### src/design/sfa_pkg.sv
// sfa_pkg: shared types and constants for soft_float_arith_unit.
// No dependencies.
`timescale 1ns / 1ps
`default_nettype none
package sfa_pkg;
   localparam int MantBits = 64;
   localparam int ExpBits  = 16;

   typedef enum logic [2:0] {
      FUNC_ADD = 3'd0,
      FUNC_SUB = 3'd1,
      FUNC_MUL = 3'd2,
      FUNC_DIV = 3'd3,
      FUNC_I2F = 3'd4,
      FUNC_F2I = 3'd5
   } func_type;

   typedef struct packed {
      logic [2:0]          func;
      logic                a_sign;
      logic [MantBits-1:0] a_mantissa;
      logic signed [ExpBits-1:0] a_exponent;
      logic                b_sign;
      logic [MantBits-1:0] b_mantissa;
      logic signed [ExpBits-1:0] b_exponent;
      logic signed [MantBits-1:0] int_value;
   } req_type;

   typedef struct packed {
      logic                res_sign;
      logic [MantBits-1:0] res_mantissa;
      logic signed [ExpBits-1:0] res_exponent;
      logic signed [MantBits-1:0] int_result;
   } rsp_type;
endpackage
`default_nettype wire

### src/design/soft_float_arith_unit.sv
// soft_float_arith_unit: sign / 64-bit mantissa / 16-bit exponent float ALU.
// Depends on sfa_pkg.
`timescale 1ns / 1ps
`default_nettype none
// One request at a time; req_ready is low while a request is in flight or its response
// waits; the next request can be taken the cycle after the response is accepted. Shifting
// is 1 bit per cycle, and ALIGN, MUL, REM and DIV use one shared 65-bit add/subtract.
// A zero divisor or an undefined code goes straight to the result.
// Reset (synchronous, active high) returns to idle and drops rsp_valid.
module soft_float_arith_unit (
   input  wire              clock,
   input  wire              reset,
   input  wire              req_valid,
   output logic             req_ready,
   input  sfa_pkg::req_type req_data,
   output logic             rsp_valid,
   input  wire              rsp_ready,
   output sfa_pkg::rsp_type rsp_data
);
   typedef enum logic [7:0] {
      ST_IDLE  = 8'b0000_0001,
      ST_ALIGN = 8'b0000_0010,  // shift operand with the smaller exponent right one bit a cycle
      ST_MUL   = 8'b0000_0100,  // shift-add, 64 steps
      ST_REM   = 8'b0000_1000,  // a % b, 64 steps
      ST_DIV   = 8'b0001_0000,  // restoring quotient, 64 steps
      ST_NORM  = 8'b0010_0000,  // shift left until top bit set or mantissa is zero
      ST_F2I   = 8'b0100_0000,  // exponent-driven shifting
      ST_DONE  = 8'b1000_0000
   } state_type;

   localparam int W = sfa_pkg::MantBits;

   state_type        state_ff, state_in;
   logic [W-1:0]     acc_ff, acc_in;     // result mantissa / product high
   logic [W-1:0]     opa_ff, opa_in;     // multiplier / dividend low bits
   logic [W-1:0]     opb_ff, opb_in;     // multiplicand / divisor / aligned b
   logic [W-1:0]     rem_ff, rem_in;
   logic [15:0]      exp_ff, exp_in;
   logic [15:0]      dist_ff, dist_in;   // remaining shift distance
   logic             sign_ff, sign_in;
   logic             bsign_ff, bsign_in;
   logic             sh_b_ff, sh_b_in;   // align shifts b (else a)
   logic [6:0]       cnt_ff, cnt_in;
   logic [2:0]       func_ff, func_in;
   logic             f2i_neg_ff, f2i_neg_in;
   sfa_pkg::rsp_type out_ff, out_in;
   logic             ov_ff, ov_in;

   // the shared 65-bit add/subtract
   logic [W:0]   alu_x, alu_y, alu_sum;
   logic         alu_sub;
   assign alu_sum = alu_sub ? (alu_x - alu_y) : (alu_x + alu_y);

   assign req_ready = (state_ff == ST_IDLE) && !ov_ff;

   always_comb begin
      logic [16:0] ediff;
      state_in   = state_ff;
      acc_in     = acc_ff;
      opa_in     = opa_ff;
      opb_in     = opb_ff;
      rem_in     = rem_ff;
      exp_in     = exp_ff;
      dist_in    = dist_ff;
      sign_in    = sign_ff;
      bsign_in   = bsign_ff;
      sh_b_in    = sh_b_ff;
      cnt_in     = cnt_ff;
      func_in    = func_ff;
      f2i_neg_in = f2i_neg_ff;
      out_in     = out_ff;
      ov_in      = ov_ff;
      alu_x      = '0;
      alu_y      = '0;
      alu_sub    = 1'b0;
      ediff      = '0;

      if (ov_ff && rsp_ready) ov_in = 1'b0;

      unique case (state_ff)
         ST_IDLE: begin
            if (req_valid && req_ready) begin
               func_in = req_data.func;
               opa_in  = req_data.a_mantissa;
               opb_in  = req_data.b_mantissa;
               sign_in = req_data.a_sign;
               bsign_in = req_data.b_sign ^ (req_data.func == sfa_pkg::FUNC_SUB);
               acc_in  = '0;
               rem_in  = '0;
               cnt_in  = '0;
               unique case (req_data.func) inside
                  sfa_pkg::FUNC_ADD, sfa_pkg::FUNC_SUB: begin
                     ediff = {req_data.a_exponent[15], req_data.a_exponent}
                           - {req_data.b_exponent[15], req_data.b_exponent};
                     if (ediff[16]) begin
                        sh_b_in = 1'b0;
                        exp_in  = req_data.b_exponent;
                        ediff   = 17'd0 - ediff;
                     end else begin
                        sh_b_in = 1'b1;
                        exp_in  = req_data.a_exponent;
                     end
                     dist_in  = (ediff > 17'd64) ? 16'd64 : ediff[15:0];
                     state_in = ST_ALIGN;
                  end
                  sfa_pkg::FUNC_MUL: begin
                     sign_in  = req_data.a_sign ^ req_data.b_sign;
                     exp_in   = req_data.a_exponent + req_data.b_exponent + 16'd64;
                     state_in = ST_MUL;
                  end
                  sfa_pkg::FUNC_DIV: begin
                     sign_in  = req_data.a_sign ^ req_data.b_sign;
                     exp_in   = req_data.a_exponent - req_data.b_exponent - 16'd64;
                     state_in = ST_REM;
                     if (req_data.b_mantissa == '0) begin
                        sign_in  = 1'b0;
                        exp_in   = '0;
                        state_in = ST_DONE;
                     end
                  end
                  sfa_pkg::FUNC_I2F: begin
                     sign_in  = req_data.int_value[W-1];
                     acc_in   = req_data.int_value[W-1] ? (W'(0) - req_data.int_value)
                                                        : req_data.int_value;
                     exp_in   = '0;
                     state_in = ST_NORM;
                  end
                  sfa_pkg::FUNC_F2I: begin
                     acc_in     = req_data.a_mantissa;
                     f2i_neg_in = req_data.a_exponent[15];
                     if (req_data.a_exponent[15]) begin
                        ediff   = 17'd0 - {1'b1, req_data.a_exponent};
                        dist_in = (ediff > 17'd64) ? 16'd64 : ediff[15:0];
                     end else begin
                        dist_in = req_data.a_exponent;
                     end
                     state_in = ST_F2I;
                  end
                  default: begin
                     sign_in  = 1'b0;
                     exp_in   = '0;
                     state_in = ST_DONE;
                  end
               endcase
            end
         end
         ST_ALIGN: begin
            if (dist_ff != '0) begin
               if (sh_b_ff) opb_in = opb_ff >> 1;
               else         opa_in = opa_ff >> 1;
               dist_in = dist_ff - 16'd1;
            end else begin
               if (sign_ff == bsign_ff) begin
                  alu_x = {1'b0, opa_ff};
                  alu_y = {1'b0, opb_ff};
                  acc_in = alu_sum[W-1:0];
               end else begin
                  alu_x   = {1'b0, opa_ff};
                  alu_y   = {1'b0, opb_ff};
                  alu_sub = 1'b1;
                  if (!alu_sum[W]) begin
                     acc_in = alu_sum[W-1:0];
                  end else begin
                     acc_in  = opb_ff - opa_ff;
                     sign_in = bsign_ff;
                  end
               end
               state_in = ST_NORM;
            end
         end
         ST_MUL: begin
            // {acc, opa} holds the product; add opb at top when low bit of opa set
            alu_x = {1'b0, acc_ff};
            alu_y = opa_ff[0] ? {1'b0, opb_ff} : '0;
            acc_in = alu_sum[W:1];
            opa_in = {alu_sum[0], opa_ff[W-1:1]};
            cnt_in = cnt_ff + 7'd1;
            if (cnt_ff == 7'd63) state_in = ST_NORM;
         end
         ST_REM: begin
            // rem = a % b, shifting dividend bits in from opa
            alu_x   = {rem_ff, opa_ff[W-1]};
            alu_y   = {1'b0, opb_ff};
            alu_sub = 1'b1;
            rem_in  = alu_sum[W] ? {rem_ff[W-2:0], opa_ff[W-1]} : alu_sum[W-1:0];
            opa_in  = opa_ff << 1;
            cnt_in  = cnt_ff + 7'd1;
            if (cnt_ff == 7'd63) begin
               cnt_in   = '0;
               state_in = ST_DIV;
            end
         end
         ST_DIV: begin
            alu_x   = {rem_ff, 1'b0};
            alu_y   = {1'b0, opb_ff};
            alu_sub = 1'b1;
            if (!alu_sum[W]) begin
               rem_in = alu_sum[W-1:0];
               acc_in = {acc_ff[W-2:0], 1'b1};
            end else begin
               rem_in = {rem_ff[W-2:0], 1'b0};
               acc_in = {acc_ff[W-2:0], 1'b0};
            end
            cnt_in = cnt_ff + 7'd1;
            if (cnt_ff == 7'd63) state_in = ST_NORM;
         end
         ST_NORM: begin
            if (acc_ff != '0 && !acc_ff[W-1]) begin
               acc_in = acc_ff << 1;
               exp_in = exp_ff - 16'd1;
            end else begin
               state_in = ST_DONE;
            end
         end
         ST_F2I: begin
            if (f2i_neg_ff) begin
               if (dist_ff != '0) begin
                  acc_in  = acc_ff >> 1;
                  dist_in = dist_ff - 16'd1;
               end else state_in = ST_DONE;
            end else if (dist_ff != '0 && acc_ff != '0 && !acc_ff[W-1]) begin
               acc_in  = acc_ff << 1;
               dist_in = dist_ff - 16'd1;
            end else begin
               state_in = ST_DONE;
            end
         end
         ST_DONE: begin
            out_in = '0;
            if (func_ff == sfa_pkg::FUNC_F2I) begin
               out_in.int_result = sign_ff ? (W'(0) - acc_ff) : acc_ff;
            end else if (func_ff <= sfa_pkg::FUNC_I2F) begin
               out_in.res_sign     = sign_ff;
               out_in.res_mantissa = acc_ff;
               out_in.res_exponent = exp_ff;
            end
            ov_in    = 1'b1;
            state_in = ST_IDLE;
         end
         default: state_in = ST_IDLE;
      endcase
   end

   always_ff @(posedge clock) begin
      if (reset) begin
         state_ff <= ST_IDLE;
         ov_ff    <= 1'b0;
      end else begin
         state_ff <= state_in;
         ov_ff    <= ov_in;
      end
      acc_ff     <= acc_in;
      opa_ff     <= opa_in;
      opb_ff     <= opb_in;
      rem_ff     <= rem_in;
      exp_ff     <= exp_in;
      dist_ff    <= dist_in;
      sign_ff    <= sign_in;
      bsign_ff   <= bsign_in;
      sh_b_ff    <= sh_b_in;
      cnt_ff     <= cnt_in;
      func_ff    <= func_in;
      f2i_neg_ff <= f2i_neg_in;
      out_ff     <= out_in;
   end

   assign rsp_valid = ov_ff;
   assign rsp_data  = out_ff;
endmodule
`default_nettype wire
### config.mk
export PLATFORM = sky130hd
export DESIGN_NAME = soft_float_arith_unit
export DESIGN_NICKNAME = d
export VERILOG_FILES = /design/src/design/sfa_pkg.sv /design/src/design/soft_float_arith_unit.sv
export SDC_FILE = /design/constraint.sdc
export NUM_CORES = 2
export LEC_CHECK = 0
export BUFFER_PORTS_ARGS = -buffer_cell sky130_fd_sc_hd__buf_2
export CAP_MARGIN = 15
export CORE_MARGIN = 3
export CORE_UTILIZATION = 55
export DETAILED_ROUTE_END_ITERATION = 7
export PLACE_DENSITY = 0.81
export SLEW_MARGIN = 20
export SYNTH_ARGS = -nofsm -noshare
export SYNTH_HDL_FRONTEND = slang
export SYNTH_SLANG_ARGS = --single-unit
### constraint.sdc
create_clock -name clock -period 21.7 [get_ports clock]
set_input_delay 2.17 -clock clock [delete_from_list [all_inputs] [get_ports clock]]
set_output_delay 2.17 -clock clock [all_outputs]
set_load 0.01 [all_outputs]
== Yosys cells after proc, flatten, opt, wreduce, memory -nomap -nowiden ==
Index checks and enable logic that the tools add are counted.

* Input bits: 233
* Word-level logic and storage cells: 186
* Flip-flop bits (word level): 456
* Output and inout port bits: 147

* Reduce and logical (&&, ||, !) cells: 37
* Order comparisons: 3
* Multiplexer cells: 77
* Bitwise operators: 3
* Add/sub/neg operators: 15
* Equality and inequality tests: 33

{| class="wikitable"
|+ Operator list
! cell !! count
|-
| $mux 64 || 22
|-
| $pmux 64 s3 || 2
|-
| $pmux 64 s6 || 1
|-
| $pmux 65 s4 || 1
|-
| $pmux 64 s2 || 2
|-
| $pmux 64 s4 || 1
|-
| $mux 16 || 11
|-
| $sub 1x64->64 const A || 2
|-
| $mux 8 || 9
|-
| $mux 17 || 4
|-
| $add 65x65->65 || 1
|-
| $mux 65 || 1
|-
| $sub 65x65->65 || 1
|-
| $logic_not 64->1 || 1
|-
| $pmux 16 s2 || 2
|-
| $pmux 16 s4 || 1
|-
| $reduce_bool 64->1 || 1
|-
| $sub 64x64->64 || 1
|-
| $pmux 16 s3 || 1
|-
| $pmux 8 s6 || 1
|-
| $pmux 8 s5 || 1
|-
| $gt 17x7->1 const B || 2
|-
| $sub 1x17->17 const A || 2
|-
| $sub 16x1->16 const B || 2
|-
| 47 further kinds || 95
|}

== Depth between registers and ports, before layout ==
* Word-level depth: 11
* Mapped depth: 34
* Gate-level depth less buffers: 30

== Worst setup path after synthesis ==
Ideal clock, no wire load.

* Path type: register to register
* From: register state_ff[3]
* To: register ov_ff (netlist: rsp_valid)
* Setup slack: 5.627 ns
* Data arrival time: 15.952 ns
* Clock period less this slack: 16.073 ns
* Cell stages (with the launch flop): 4
* Cell sequence: dfxtp_1 -> or4_1 -> nor4_1 -> o21ba_2

* Longest elaborated chain between the ends: 2
* Elaborated cells on any way between the ends: 3
* Classes of those cells: 1 x eq/ne; 1 x mux; 1 x reduce/logical

{| class="wikitable"
|+ Ends and longest elaborated chain
! item !! RTL line !! source
|-
| start: declaration || soft_float_arith_unit.sv:33 || <nowiki>state_type state_ff, state_in;</nowiki>
|-
| start signal: assignment || soft_float_arith_unit.sv:249 || <nowiki>state_ff <= state_in;</nowiki>
|-
| $eq 8x8->1 || soft_float_arith_unit.sv:80 || <nowiki>unique case (state_ff)</nowiki>
|-
| $mux 1 || soft_float_arith_unit.sv:80 ||
|-
| via ov_in || soft_float_arith_unit.sv:47 || <nowiki>logic ov_ff, ov_in;</nowiki>
|-
| end signal: assignment || soft_float_arith_unit.sv:250 || <nowiki>ov_ff <= ov_in;</nowiki>
|-
| end: declaration || soft_float_arith_unit.sv:47 ||
|}

The timed path passes the listed nets, and every way through them passes these cells.
A chain may end at the register's enable or synchronous reset.

== Final worst setup path ==
* From: register state_ff[4]
* To: register acc_ff[0] (data pin)

* Longest elaborated chain between the ends: 9
* Elaborated cells on any way between the ends: 19
* Classes of those cells: 2 x add/sub; 7 x eq/ne; 9 x mux; 1 x reduce/logical

{| class="wikitable"
|+ Ends and longest elaborated chain
! item !! RTL line !! source
|-
| $eq 8x5->1 or $eq 8x4->1 (tied branches) || soft_float_arith_unit.sv:80 ||
|-
| $reduce_or 2->1 (no source line) || n/a ||
|-
| $pmux 64 s3 || soft_float_arith_unit.sv:80 ||
|-
| $add 65x65->65 or $sub 65x65->65 (tied branches) || soft_float_arith_unit.sv:52 || <nowiki>assign alu_sum = alu_sub ? (alu_x - alu_y) : (alu_x + alu_y);</nowiki>
|-
| $mux 65 || soft_float_arith_unit.sv:52 ||
|-
| $mux 64 || soft_float_arith_unit.sv:161 || <nowiki>if (!alu_sum[W]) begin</nowiki>
|-
| $mux 64 || soft_float_arith_unit.sv:153 || <nowiki>if (sign_ff == bsign_ff) begin</nowiki>
|-
| $mux 64 || soft_float_arith_unit.sv:148 || <nowiki>if (dist_ff != '0) begin</nowiki>
|-
| $pmux 64 s6 (*) || soft_float_arith_unit.sv:80 ||
|-
| via acc_in[0] || soft_float_arith_unit.sv:34 || <nowiki>logic [W-1:0] acc_ff, acc_in;</nowiki>
|-
| end signal: assignment || soft_float_arith_unit.sv:252 || <nowiki>acc_ff <= acc_in;</nowiki>
|-
| end: declaration || soft_float_arith_unit.sv:34 ||
|}

The timed path passes the listed nets; every way through them passes the cells marked *. The select of a mux whose other input is x is not followed.

==> metrics.cfg <==
[status]
status = finished with violations
violations = design-rule violations

[global_route]
grt_util_all_layers = 0.4216
grt_max_degree = 82
grt_pass1_wl_microns = 247100
grt_pass1_vias = 39101
grt_overflow = 0
grt_antenna_before_repair = 36

[power_and_ir_drop]
p_sw_mw = 3.378
p_leak_nw = 17.78
ir_worst_vdd_mv = 0.3597
clkPwrFrac = 0.133
p_total_mw = 6.477
p_per_area_nw_per_um2 = 145.9
combPwrFrac = 0.605
internal-power_mw = 3.100
p_seq_frac = 0.262
switching_share = 0.5215

[clock_tree]
cts-root-buf = clkbuf_16
clkLatencyLatePin_ps = 660
clock_path_buffers = 3
cts_buffers = 53
clkTransAtPathRegs_ps = 60
htreeDepth = 2
cts_resized = 0
cts_tree = built
post_cts.repair.setup_buffers = 0
hold_buffers = 0
cts_num_sinks = 456

[synthesis]
yosys.area_share.adder = 0.07014
synth.ff_latch_count = 456
syn_inst = 4741
synth_commonest_cells = nand2_1 (639), edfxtp_1 (447), nor2_1 (373)
synth_top_area_share = 0.3344
synth_most_common_cell = nand2_1
synth-edff-count = 447
synthXorXnorAreaFrac = 0.06284
syn_avg_cell_area_sq_um = 8.466
synth_top_family_by_area = compound AO/OA/AOI/OAI gates
yosys.area.top_type = edfxtp_1
synth_area_leaders = edfxtp_1 (33%), ha_1 (6.5%), nand2_1 (6.0%)
ys_types = 87
synth_ff_type = edfxtp_1
syn-num-nets = 5193
async_reset_ff_frac = 0
muxShareOfSynthArea = 0.02603
synth-simple-area-share = 0.2172
ys_seq_area_frac = 0.3389
syn_area_sq_um = 40140
synth_compound_area_frac = 0.2383
synth_warnings = 0

[routing]
num_vias = 41605
ant_nets = 0
drt_wl_total_microns = 168900
viasPerCell = 6.966
drtIter0Drc = 5409
drt_first_pass_iters = 8
wl_per_cell_microns = 28.27
drc_errors = 18

[final_layout]
multi_input_area_sq_um = 24780
syn2layout_area_growth_pct = 10.59
post-route-util = 0.6178
fin_nets = 5405
final-seq-area_sq_um = 13600
fin_area_sq_um = 44390
fillCellCount = 6401
drive_gt1_frac = 0.1246

[critical_path]
arrival_ps = 9700
start_kind = flip-flop
cp-end-kind = flip-flop
cp_max_fo = 58
reg2reg_setup_slack_ps = 12370
crit_type = flip-flop to flip-flop
required_ps = 22070

[placement]
port_buffers = 379
gp_congestion = 1.064
dpl.hpwl_microns = 129000
placed_cell_area_sq_um = 42710

[job]
cap_violations = 0

[floorplan]
fp.dieW_microns = 276.1
dieArea_sq_um = 76260
ios = 380
num_rows = 98
core_sq_um = 71850
die_h_microns = 276.1
start_util = 0.5586

[timing]
setup_viol = 0
hold_viol = 0
fin_crit_ps = 9331
worst_hold_slack_ps = 530.2
fin_setup_tns_ps = 0
min_period_over_period = 0.4300
fin_skew_ps = 27.01
tightestPinTransition_ps = 1191
grt_setup_unrepaired = no
fmax_mhz = 107.2
drv_slew = 0
relSlewSlack = 0.2001

[min_path]
hold_path.class = flip-flop to flip-flop

-- final cells by class --
cell class | count | area share
Tap cell | 950 | 0.02678
Clock inverter | 29 | 0.004904
Sequential cell | 456 | 0.3064
Clock buffer | 64 | 0.03103
Timing Repair Buffer | 441 | 0.05322
Antenna cell | 32 | 0.001804
Inverter | 208 | 0.01759
Multi-Input combinational cell | 3793 | 0.5582
-- state kept, by name, indices dropped and copies added, names as in the netlist, 7 cells and up --
register  flops
opb_ff       64
state_ff      8
opa_ff       64
dist_ff      16
acc_ff       64
rsp_data    145
rem_ff       64
exp_ff       16
cnt_ff        7
-- power groups by stage --
stage / clock network, mW / logic, mW / registers, mW
floorplan: 0 / 2.63 / 1.47
global placement: 0 / 3.72 / 1.69
detailed placement: 0 / 3.74 / 1.69
CTS: 0.858 / 3.77 / 1.67
global route: 0.891 / 4.11 / 1.70
finish: 0.859 / 3.92 / 1.70
-- per-stage QoR --
stage / cells / setup slack, ps
floorplan: 4741 / 5627
global placement: 5848 / 12770
detailed placement: 5848 / 12560
CTS: 5941 / 12490
global route: 5963 / 11780
finish: 5973 / 12370
-- cell usage in the layout, fill, tap and decap left out, types with 29 or more instances in the layout --
cell type,synthesis,routed
a211oi_1,31,31
a21o_1,80,80
a21oi_1,300,300
a221o_1,94,94
a221oi_1,93,92
a22oi_1,83,83
a31oi_1,70,69
and2_1,108,107
buf_2,10,379
buf_4,2,62
clkbuf_16,0,53
diode_2,0,32
edfxtp_1,447,447
ha_1,209,209
inv_1,207,207
mux2i_1,83,83
nand2_1,639,635
nand2b_1,43,43
nand3_1,101,100
nand4_1,57,57
nor2_1,373,367
nor3_1,159,159
nor4_1,59,57
o211ai_1,48,48
o21ai_0,232,232
o31ai_1,64,64
o41ai_1,29,29
or2_2,30,30
or3_1,56,56
or4_1,36,36
xnor2_1,169,169
xor2_1,119,119
-- layer usage --
layer,track usage,routed length [microns],vias to the layer above
met3,0.09584,16160,887
met2,0.6777,76970,2827
li1,-,-,18335
met4,0.3865,19290,14
met5,0,96,-
met1,0.4641,56350,19542
-- kinds of logic (layout without fill, tap and decap cells) --
group | Yosys count | in the layout
DFF | 456 | 456
AOI/OAI and AO/OA | 1375 | 1375
other | 0 | 32
adders and majority gates | 219 | 219
xor gates and xnor gates | 288 | 288
buffers and inverters | 492 | 742
muxes | 102 | 102
and+or+nand+nor | 1809 | 1809
-- worst paths after layout --
| kind | to | cells after the start | startpoint |
|---|---|---|---|
| setup / recovery | acc_ff[0]$_DFFE_PP_ | 27 | state_ff[4]$_SDFFE_PP0P_ |
| hold / removal | state_ff[2]$_SDFFE_PP0P_ | 2 | state_ff[2]$_SDFFE_PP0P_ |
| setup reg to reg | acc_ff[0]$_DFFE_PP_ | 27 | state_ff[4]$_SDFFE_PP0P_ |
| hold reg to reg | state_ff[2]$_SDFFE_PP0P_ | 2 | state_ff[2]$_SDFFE_PP0P_ |
-- worst max-delay path, cell delays in order, from the launching register on --
cell and delay (ps):
dfxtp_1 370, nor4_1 790, and4b_4 790, a221oi_2 110
buf_4 270, nand2b_1 210, ha_1 360, or3b_2 300
nor2_1 80, nand2_1 110, nor2_1 60, o21ai_1 630
nand2_1 300, nand2_1 310, o21ai_0 230, ha_1 300
a21oi_1 180, o21ai_0 190, and4_1 280, o21ai_0 600
a211oi_1 310, or2_2 400, o211ai_1 170, buf_4 350
buf_4 760, o221ai_1 250, a21oi_1 150, o21ai_0 90
Note: power is estimated with default switching activity, not from simulation.
